--- src/design/cbs_pkg.sv ---
// Shared types, widths and codes for the cubic B-spline curve evaluator.
`timescale 1ns / 1ps
package cbs_pkg;

	localparam int MAX_POINTS_DEF = 64;
	localparam int COORD_W = 32;
	localparam int T_W     = 18;
	localparam int OP_W    = 2;
	localparam int U_W     = 17;
	localparam int WGT_W   = 16;
	localparam int PROD_W  = COORD_W + WGT_W + 1;

	localparam logic [OP_W-1:0] OP_CLEAR  = 2'd0;
	localparam logic [OP_W-1:0] OP_APPEND = 2'd1;
	localparam logic [OP_W-1:0] OP_EVAL   = 2'd2;

	localparam logic [U_W-1:0] ONE_Q16 = 17'h10000;

	// ceil(2^19 / 3), exact floor division by three for operands below 2^19
	localparam logic [17:0] RECIP3 = 18'd174763;
	localparam int RECIP3_SH = 19;

	typedef struct packed {
		logic signed [COORD_W-1:0] z;
		logic signed [COORD_W-1:0] y;
		logic signed [COORD_W-1:0] x;
	} point_t;

	typedef struct packed {
		logic signed [PROD_W-1:0] z;
		logic signed [PROD_W-1:0] y;
		logic signed [PROD_W-1:0] x;
	} prod_t;

endpackage

--- src/design/cbs_lane.sv ---
// One blend lane: weight times control point on all three axes, registered.
`timescale 1ns / 1ps
module cbs_lane (
	input  logic                      clk,
	input  logic [cbs_pkg::WGT_W-1:0] weight,
	input  cbs_pkg::point_t           pt,
	output cbs_pkg::prod_t            prod
);
	import cbs_pkg::*;

	logic signed [WGT_W:0] ws;

	assign ws = $signed({1'b0, weight});

	always_ff @(posedge clk) begin
		prod.x <= PROD_W'(ws) * PROD_W'(pt.x);
		prod.y <= PROD_W'(ws) * PROD_W'(pt.y);
		prod.z <= PROD_W'(ws) * PROD_W'(pt.z);
	end

endmodule

--- config.mk ---
export PLATFORM = sky130hd
export DESIGN_NAME = cbs_lane
export DESIGN_NICKNAME = d
export VERILOG_FILES = /design/src/design/cbs_pkg.sv /design/src/design/cbs_lane.sv
export SDC_FILE = /design/constraint.sdc
export NUM_CORES = 2
export LEC_CHECK = 0
export ABC_AREA = 1
export BUFFER_PORTS_ARGS = -buffer_cell sky130_fd_sc_hd__buf_2
export CORE_ASPECT_RATIO = 0.7
export CORE_UTILIZATION = 60
export CTS_BUF_LIST = sky130_fd_sc_hd__clkbuf_8
export DETAILED_ROUTE_END_ITERATION = 7
export GPL_TIMING_DRIVEN = 0
export PLACE_DENSITY = 0.87
export SETUP_SLACK_MARGIN = 0.3
export SYNTH_ARGS = -nofsm -noshare
export SYNTH_HDL_FRONTEND = slang
export SYNTH_SLANG_ARGS = --single-unit
--- constraint.sdc ---
create_clock -name clk -period 6.4 [get_ports clk]
set_clock_uncertainty 0.2 [all_clocks]
set_input_delay 0.64 -clock clk [delete_from_list [all_inputs] [get_ports clk]]
set_output_delay 0.64 -clock clk [all_outputs]
set_load 0.02 [all_outputs]
==> flow_summary.ini <==
[flow_run]
max_cap_violations = 0

[yosys]
asyncSetResetFlopFracSynth = 0
ys_top_cells_by_area = fa_1, inv_1, nand2_1, ha_1, dfxtp_1
synth_area_um2 = 63200
yosys.area.top_type = fa_1
synth_edf_count = 0
synth_adder_area_share = 0.534
synth_compound_area_frac = 0.0113
yosysTopAreaCellShare = 0.465
postSynth.topFlopCell = dfxtp_1
post_synth_cell_types = 32
yosys.area_share.simple = 0.199
ys_ff_latch = 147
mapped_nets = 10600
portion_of_the_post_synthesis_area_used_by_sequential_elements = 0.0466
yosys.area_share.xor_xnor = 0.0108
ys.warnings.count = 0
largest_family_of_logic_cells_by_synthesized_area = adder cells
postSynthCellCount = 8639
muxShareOfSynthArea = 0
postSynthAreaPerCell_um2 = 7.31

[clock_network]
cts.htree.levels = 4
clkTransAtPathRegs_ns = 0.12
cts.path.max_buffers = 2
cts_buffers = 17
cts.root.buffer_cell = clkbuf_8
cts_num_sinks = 147
clock_tree_from_tritoncts = built

[placed_design]
place.gp.congestion = 1.07
buffer_ports.inserted = 147
post_detailed_placement_half_perimeter_wirelength_um = 192000
place_inst = 10200
postPlaceCellArea_um2 = 65700

[detailed_routing]
detail_route.iter0.violations = 6558
detail_route.drc_violations = 0
num_vias = 55400
wl_per_cell_um = 22.3
wl_met2_um = 93100
detail_route.wirelength_um = 230000
antenna_violating_nets_post_route = 0
highest_layer = met5
dr.pass1.iters = 7
detailroute.wirelength.met3_um = 38300
viasPerCell = 5.38
met1Wirelength_um = 85300

[cells_and_area]
largest_reg_flops = 147
final_area_um2 = 68300
fill_cell_count = 9179
finalCoreUtilization = 0.655
leading_registers_by_flop_count = prod: 147 flops
synth_to_final_area_change_pct = 8.10
regMostFlops = prod
most_common_cell_after_layout_fill_and_taps_aside = inv_1
layout.nets = 10800
finish.cell_count_without_fillers = 10300
drive_gt1_frac = 0.0942
final_cell_mix = inv_1, nand2_1, fa_1

[timing]
report.final.hold_viol_count = 0
max_slew_margin = 0.150
timing.final.setup_violations = 0
slew_violations = 0
worst-slew-pin-transition_ns = 1.28
grt_setup_unrepaired = true
max_clock_freq_mhz = 164
finalCriticalPeriod_ns = 6.08
fin_crit_sh = 0.950

[worst_hold_path]
hold_class = in -> reg
min_from = pt[64]

[floorplan]
coreArea_um2 = 104000
die_w_um = 390
fp.dieArea_um2 = 107000
num_rows = 99
initial_utilization = 0.606
die_height_um = 273
boundaryPins = 260

[worst_setup_path]
timing.critical_path.fanout_max = 11
cp.arrival_ns = 6.41
critPathLaunch = weight[14]
worst-endpoint-required_ns = 6.73
crit_type = in -> reg
worst_setup_path_end_kind = register
cp-start-kind = primary input

[global_routing]
maximum_number_of_pins_on_one_net_before_global_route_repair = 17
globalRouteTotalUtil = 0.441
grt_antenna_before_repair = 35
first_global_vias = 55400
gr-total-overflow = 0
grt_pass1_wl_um = 340000

[status]
result_of_the_run = finished clean
-- area by class of cell --
type / count / area (um2) / area share
inverter: 2957 / 11100 / 0.163
tap: 1414 / 1770 / 0.0259
sequential: 147 / 2940 / 0.0431
buffer: 368 / 2400 / 0.0352
timing repair buffer: 183 / 1070 / 0.0156
multi-input combinational: 5167 / 48500 / 0.710
antenna: 35 / 87.6 / 0.00128
clock inverter: 14 / 165 / 0.00242
clock buffer: 18 / 248 / 0.00363
-- layer usage --
metal,global-route usage,vias up
met1,0.580,26900
met4,0.212,31
met5,0.0213,-
li1,-,23900
met3,0.200,711
met2,0.615,3827
-- path summary, 6_finish.rpt --
path / slack, ns / cells past startpoint / to
setup / recovery: 0.32 / 23 / prod[46]
hold / removal: 0.17 / 3 / prod[98]
-- stage by stage --
step	setup WS [ns]	TNS (ns)	hold WS, ns
5_1_grt	0.222	0	0.197
2_1_floorplan	0.273	0	0.718
4_1_cts	0.261	0	0.129
3_5_place_dp	-2.21	-193.79	0.830
6_report	0.321	0	0.167
3_3_place_gp	-2.64	-214.86	0.826
-- kinds of logic (layout without fill, tap and decap cells) --
kind of cell	Yosys count	in the layout
compound gates	124	124
fa+ha+maj	1818	1818
flops	147	147
other cells	0	35
buf+inv	3325	3540
xor+xnor	78	78
simple gates	3147	3147
-- synth_stat cells (all sizes together) (6+ instances only) --
| cell type | n |
|---|---|
| clkbuf | 328 |
| nand3 | 170 |
| nand4 | 38 |
| a21oi | 89 |
| nand2 | 2666 |
| buf | 40 |
| inv | 2949 |
| o21ai | 10 |
| xnor2 | 8 |
| dfxtp | 147 |
| nand3b | 6 |
| ha | 351 |
| fa | 1467 |
| xor2 | 70 |
| nor3 | 33 |
| o21bai | 14 |
| a21o | 7 |
| nor2 | 229 |
| clkinv | 8 |
-- worst max-delay path: stages --
cell and delay [ns]:
clkbuf_2 0.25, clkbuf_8 0.35, buf_4 0.44, nand2_1 0.12, inv_1 0.09, ha_1 0.24, fa_1 0.47, fa_1 0.53
fa_1 0.44, fa_1 0.49, inv_1 0.05, fa_1 0.48, inv_1 0.05, ha_1 0.38, nand2_1 0.17, nor2_2 0.27
nand2_1 0.11, inv_1 0.18, nand2_1 0.18, nor2_1 0.12, nand2_1 0.12, nand4_1 0.11, nand2_1 0.07
-- repair_timing --
item,4_1_cts,5_1_grt
hold buffers,0,0
gates resized for setup,398,532
buffers inserted,9,25
endpoints found under the setup margin,122,98
pin swaps,2,20
Power is left out: the tool's default activity adds up to more than one toggle a clock period on the data nets, which glitch-free logic cannot reach.
