$ cat src/design/cbs_pkg.sv
// Shared types, widths and codes for the cubic B-spline curve evaluator.
`timescale 1ns / 1ps
package cbs_pkg;

	localparam int MAX_POINTS_DEF = 64;
	localparam int COORD_W = 32;
	localparam int T_W     = 18;
	localparam int OP_W    = 2;
	localparam int U_W     = 17;
	localparam int WGT_W   = 16;
	localparam int PROD_W  = COORD_W + WGT_W + 1;

	localparam logic [OP_W-1:0] OP_CLEAR  = 2'd0;
	localparam logic [OP_W-1:0] OP_APPEND = 2'd1;
	localparam logic [OP_W-1:0] OP_EVAL   = 2'd2;

	localparam logic [U_W-1:0] ONE_Q16 = 17'h10000;

	// ceil(2^19 / 3), exact floor division by three for operands below 2^19
	localparam logic [17:0] RECIP3 = 18'd174763;
	localparam int RECIP3_SH = 19;

	typedef struct packed {
		logic signed [COORD_W-1:0] z;
		logic signed [COORD_W-1:0] y;
		logic signed [COORD_W-1:0] x;
	} point_t;

	typedef struct packed {
		logic signed [PROD_W-1:0] z;
		logic signed [PROD_W-1:0] y;
		logic signed [PROD_W-1:0] x;
	} prod_t;

endpackage

$ cat src/design/cbs_merge.sv
// Merge of the four lane products: registered pair sums, final sum, round, saturate.
`timescale 1ns / 1ps
module cbs_merge (
	input  logic            clk,
	input  cbs_pkg::prod_t  prods [4],
	output cbs_pkg::point_t result
);
	import cbs_pkg::*;

	localparam int PW = PROD_W + 1;
	localparam int AW = PROD_W + 2;

	logic signed [PW-1:0] px_s1 [2];
	logic signed [PW-1:0] py_s1 [2];
	logic signed [PW-1:0] pz_s1 [2];

	function automatic logic signed [COORD_W-1:0] round_sat(
		input logic signed [PW-1:0] a,
		input logic signed [PW-1:0] b
	);
		logic signed [AW-1:0] acc;
		logic signed [AW-1:0] r;
		acc = AW'(a) + AW'(b) + AW'(32768);
		r = acc >>> 16;
		if (r > $signed(AW'(32'sh7fffffff))) begin
			round_sat = 32'sh7fffffff;
		end else if (r < -$signed(AW'(33'sh080000000))) begin
			round_sat = 32'sh80000000;
		end else begin
			round_sat = r[COORD_W-1:0];
		end
	endfunction

	always_ff @(posedge clk) begin
		for (int i = 0; i < 2; i++) begin
			px_s1[i] <= PW'(prods[2*i].x) + PW'(prods[2*i+1].x);
			py_s1[i] <= PW'(prods[2*i].y) + PW'(prods[2*i+1].y);
			pz_s1[i] <= PW'(prods[2*i].z) + PW'(prods[2*i+1].z);
		end
	end

	always_comb begin
		result.x = round_sat(px_s1[0], px_s1[1]);
		result.y = round_sat(py_s1[0], py_s1[1]);
		result.z = round_sat(pz_s1[0], pz_s1[1]);
	end

endmodule

$ cat config.mk
export PLATFORM = sky130hd
export DESIGN_NAME = cbs_merge
export DESIGN_NICKNAME = d
export VERILOG_FILES = /design/src/design/cbs_pkg.sv /design/src/design/cbs_merge.sv
export SDC_FILE = /design/constraint.sdc
export NUM_CORES = 1
export LEC_CHECK = 0
export BUFFER_PORTS_ARGS = -buffer_cell sky130_fd_sc_hd__buf_4
export CORE_UTILIZATION = 45
export CTS_BUF_LIST = sky130_fd_sc_hd__clkbuf_2 sky130_fd_sc_hd__clkbuf_4 sky130_fd_sc_hd__clkbuf_8
export DETAILED_ROUTE_END_ITERATION = 8
export PLACE_DENSITY = 0.71
export SKIP_CTS_REPAIR_TIMING = 1
export SLEW_MARGIN = 20
export SYNTH_ARGS = -nofsm -noshare
export SYNTH_HDL_FRONTEND = slang
export SYNTH_SLANG_ARGS = --single-unit
$ cat constraint.sdc
create_clock -name clk -period 5.8 [get_ports clk]
set_clock_uncertainty 0.05 [all_clocks]
set_input_delay 1.16 -clock clk [delete_from_list [all_inputs] [get_ports clk]]
set_output_delay 1.16 -clock clk [all_outputs]
set_load 0.005 [all_outputs]
==> flow_results.xml <==
<?xml version="1.0" encoding="UTF-8"?>
<metrics>
  <group name="outcome">
    <metric name="status" unit="">finished, final reports clean</metric>
  </group>
  <group name="drt">
    <metric name="vias" unit="">30840</metric>
    <metric name="drt.antenna.violating_nets" unit="">0</metric>
    <metric name="drt_first_pass_iters" unit="">5</metric>
    <metric name="wl" unit="um">103600</metric>
    <metric name="first_iter_violations" unit="">2232</metric>
    <metric name="drc" unit="">0</metric>
    <metric name="vias_per_cell" unit="">5.764</metric>
    <metric name="detail_route.wl_per_cell" unit="um">19.37</metric>
  </group>
  <group name="logic_synthesis">
    <metric name="syn_area" unit="um2">30970</metric>
    <metric name="synth_area_leader" unit="">ha_1</metric>
    <metric name="synthArstFlopShare" unit="%">0</metric>
    <metric name="synth_top_area_share" unit="%">23.64</metric>
    <metric name="synth_area_per_cell" unit="um2">8.260</metric>
    <metric name="cell_count_after_synthesis" unit="">3749</metric>
    <metric name="synthTopCellsByArea" unit="">ha_1 (24%), dfxtp_1 (19%), a21o_1 (8.1%)</metric>
    <metric name="synth.lib_cells_used.distinct" unit="">88</metric>
    <metric name="ys_seq_area_share" unit="%">19.39</metric>
    <metric name="synth_flop_cell" unit="">dfxtp_1</metric>
    <metric name="synth.net_count" unit="">4929</metric>
    <metric name="yosys_warnings" unit="">0</metric>
    <metric name="synth_enable_flop_cells" unit="">0</metric>
    <metric name="synth-seq-cells" unit="">300</metric>
  </group>
  <group name="timing">
    <metric name="worst_slew_pin_slew" unit="ps">897.5</metric>
    <metric name="accumulated_negative_setup_slack" unit="ps">0</metric>
    <metric name="finalHoldViolations" unit="">0</metric>
    <metric name="min_setup_slack_post_route" unit="ps">183.8</metric>
    <metric name="timing.final.crit_share" unit="%">96.83</metric>
    <metric name="setup_violations" unit="">0</metric>
    <metric name="timing.final.max_slew_violations" unit="">0</metric>
    <metric name="remaining_max_slew_budget_at_the_tightest_pin" unit="%">38.62</metric>
    <metric name="max_clock_freq" unit="GHz">0.1781</metric>
    <metric name="min_period" unit="ps">5616</metric>
  </group>
  <group name="layout">
    <metric name="drive_gt1_share" unit="%">19.79</metric>
    <metric name="areaGrowthSynthToFinish" unit="%">24.43</metric>
    <metric name="final_net_count" unit="">5600</metric>
  </group>
  <group name="placed_design">
    <metric name="placer_s_final_routability_congestion_estimate" unit="">0.9767</metric>
    <metric name="preCtsSetupSlack" unit="ps">435.0</metric>
    <metric name="portbufs" unit="">684</metric>
    <metric name="place_hpwl" unit="um">87250</metric>
  </group>
  <group name="power_and_ir_drop">
    <metric name="p_total" unit="mW">15.86</metric>
    <metric name="power.density_cell_area" unit="nW/um2">411.5</metric>
    <metric name="p_leak" unit="nW">19.27</metric>
    <metric name="peakVddDrop" unit="mV">0.3024</metric>
  </group>
  <group name="clock_network">
    <metric name="cts-buffers-inserted" unit="">52</metric>
    <metric name="cts_tree" unit="">built</metric>
    <metric name="clk_path_buf_depth" unit="">3</metric>
    <metric name="cts.htree.levels" unit="">2</metric>
    <metric name="cts_sinks" unit="">300</metric>
    <metric name="clockRootBuffer" unit="">clkbuf_8</metric>
    <metric name="worst_setup_hold_path_clk_slew" unit="ps">60</metric>
  </group>
  <group name="grt">
    <metric name="grt_util_all_layers" unit="%">28.01</metric>
    <metric name="grt_first_pass_wirelength" unit="um">156900</metric>
    <metric name="pin_count_of_the_biggest_net_entering_global_routing" unit="">32</metric>
    <metric name="initial_antenna_violation_count" unit="">17</metric>
    <metric name="via_count_of_the_first_global_routing_pass" unit="">28900</metric>
    <metric name="grt_overflow_total" unit="">0</metric>
  </group>
  <group name="critical_path">
    <metric name="worst_ep_arrival_time" unit="ps">4410</metric>
    <metric name="timing_worst_setup_path_type" unit="">reg2out</metric>
    <metric name="crit_fanout" unit="">8</metric>
    <metric name="endpoint_kind" unit="">output pin</metric>
    <metric name="worstSetupStartpointType" unit="">flop</metric>
    <metric name="required" unit="ps">4590</metric>
  </group>
  <group name="floorplanning">
    <metric name="placementRows" unit="">95</metric>
    <metric name="fp.coreArea" unit="um2">67630</metric>
    <metric name="initial_utilization" unit="%">45.79</metric>
    <metric name="die_h" unit="um">264.3</metric>
    <metric name="floorplan.io_pins" unit="">685</metric>
    <metric name="fp.dieW" unit="um">264.3</metric>
    <metric name="die_footprint" unit="um2">69870</metric>
  </group>
  <group name="min_path">
    <metric name="holdCritPathClass" unit="">in2reg</metric>
  </group>
  <group name="run">
    <metric name="maxCapViolations" unit="">0</metric>
  </group>
</metrics>
stage by stage:
step                cell area [um2]  util, %  cells  hold WS, ps
floorplan                     30970        -   3749         1230
global placement              36970    54.66   5229         1326
detailed placement            36980    54.68   5230         1328
CTS                           38180    56.46   5325        591.6
global route                  38530    56.97   5349        612.6
finish                        38530    56.97   5350        634.8
power breakdown:
part,internal (mW),switching (mW)
clock,1.25,0.937
combinational,4.98,6.00
sequential,2.53,0.161
total,8.76,7.10
final timing paths:
path | from | endpoint | slack (ps) | depth (start not counted)
worst max-delay path | py_s1[0][8]$_DFF_P_ | result[58] | 180 | 14
worst min-delay path | prods[490] | py_s1[0][0]$_DFF_P_ | 630 | 2
metal layers:
layer / global-route usage, % / wire, um / vias up
li1: - / - / 15330
met1: 37.55 / 46900 / 14320
met2: 46.64 / 48070 / 1059
met3: 3.771 / 6458 / 122
met4: 8.140 / 2202 / 2
met5: 0 / 3 / -
worst max-delay path: stages, from the launching register on:
cell and delay, ps:
dfxtp_1 300, ha_1 290, ha_1 330, a21o_1 170
a21o_1 170, a211o_1 330, o2111ai_4 250, a21oi_1 130
a21boi_2 230, o21ai_2 150, a21o_1 270, or3_4 430
a31o_4 310, a31o_2 220, buf_4 130
synthesized netlist by cell type (13+ instances only):
master,number
and3_1,41
a31oi_1,39
nand2b_1,49
a21oi_1,384
clkbuf_1,79
nand2_1,212
nor3b_1,14
o21bai_1,71
o31a_1,13
nand3_1,84
or3_1,19
a21o_1,335
nor2b_1,49
or2_2,14
ha_1,585
a21boi_0,15
nor3_1,59
dfxtp_1,300
and2_1,23
a211oi_1,35
o21ai_1,22
xnor2_1,229
inv_1,153
a31o_2,14
o211ai_1,28
xor2_1,118
nor2_1,186
and4_1,17
o21ai_0,224
nand4_1,69
o21a_1,61
flip-flops by register name, indices dropped and copies added, names as in the netlist:
register,cells
py_s1,100
px_s1,100
pz_s1,100
cells by family (layout without fill, tap and decap cells):
logic type / count (synthesis) / count (layout) / share of synthesized area (%)
adders and majority gates: 591 / 591 / 24.02
AOI/OAI and AO/OA: 1391 / 1393 / 29.44
buffers and inverters: 249 / 959 / 3.151
other: 0 / 16 / 0
and+or+nand+nor: 868 / 868 / 14.08
DFF: 300 / 300 / 19.39
muxes: 3 / 3 / 0.1010
xor gates and xnor gates: 347 / 347 / 9.814
area by class of cell:
cell class,count,area (um2)
Antenna cell,16,40.04
Clock buffer,76,996.0
Clock inverter,19,206.4
Fill cell,6330,29100
Inverter,153,574.3
Multi-Input combinational cell,3202,24240
Sequential cell,300,6006
Tap cell,873,1092
Timing Repair Buffer,711,5381
cell usage in the layout (no fill, tap or decap), types with 118 or more instances in the layout:
master and instances:
xor2_1 118, xnor2_1 227, buf_4 705, nor2_1 185
ha_1 585, o21ai_0 223, a21o_1 335, a21oi_1 379
inv_1 153, dfxtp_1 300, nand2_1 212
No activity file was read; power rests on OpenSTA's default activity.
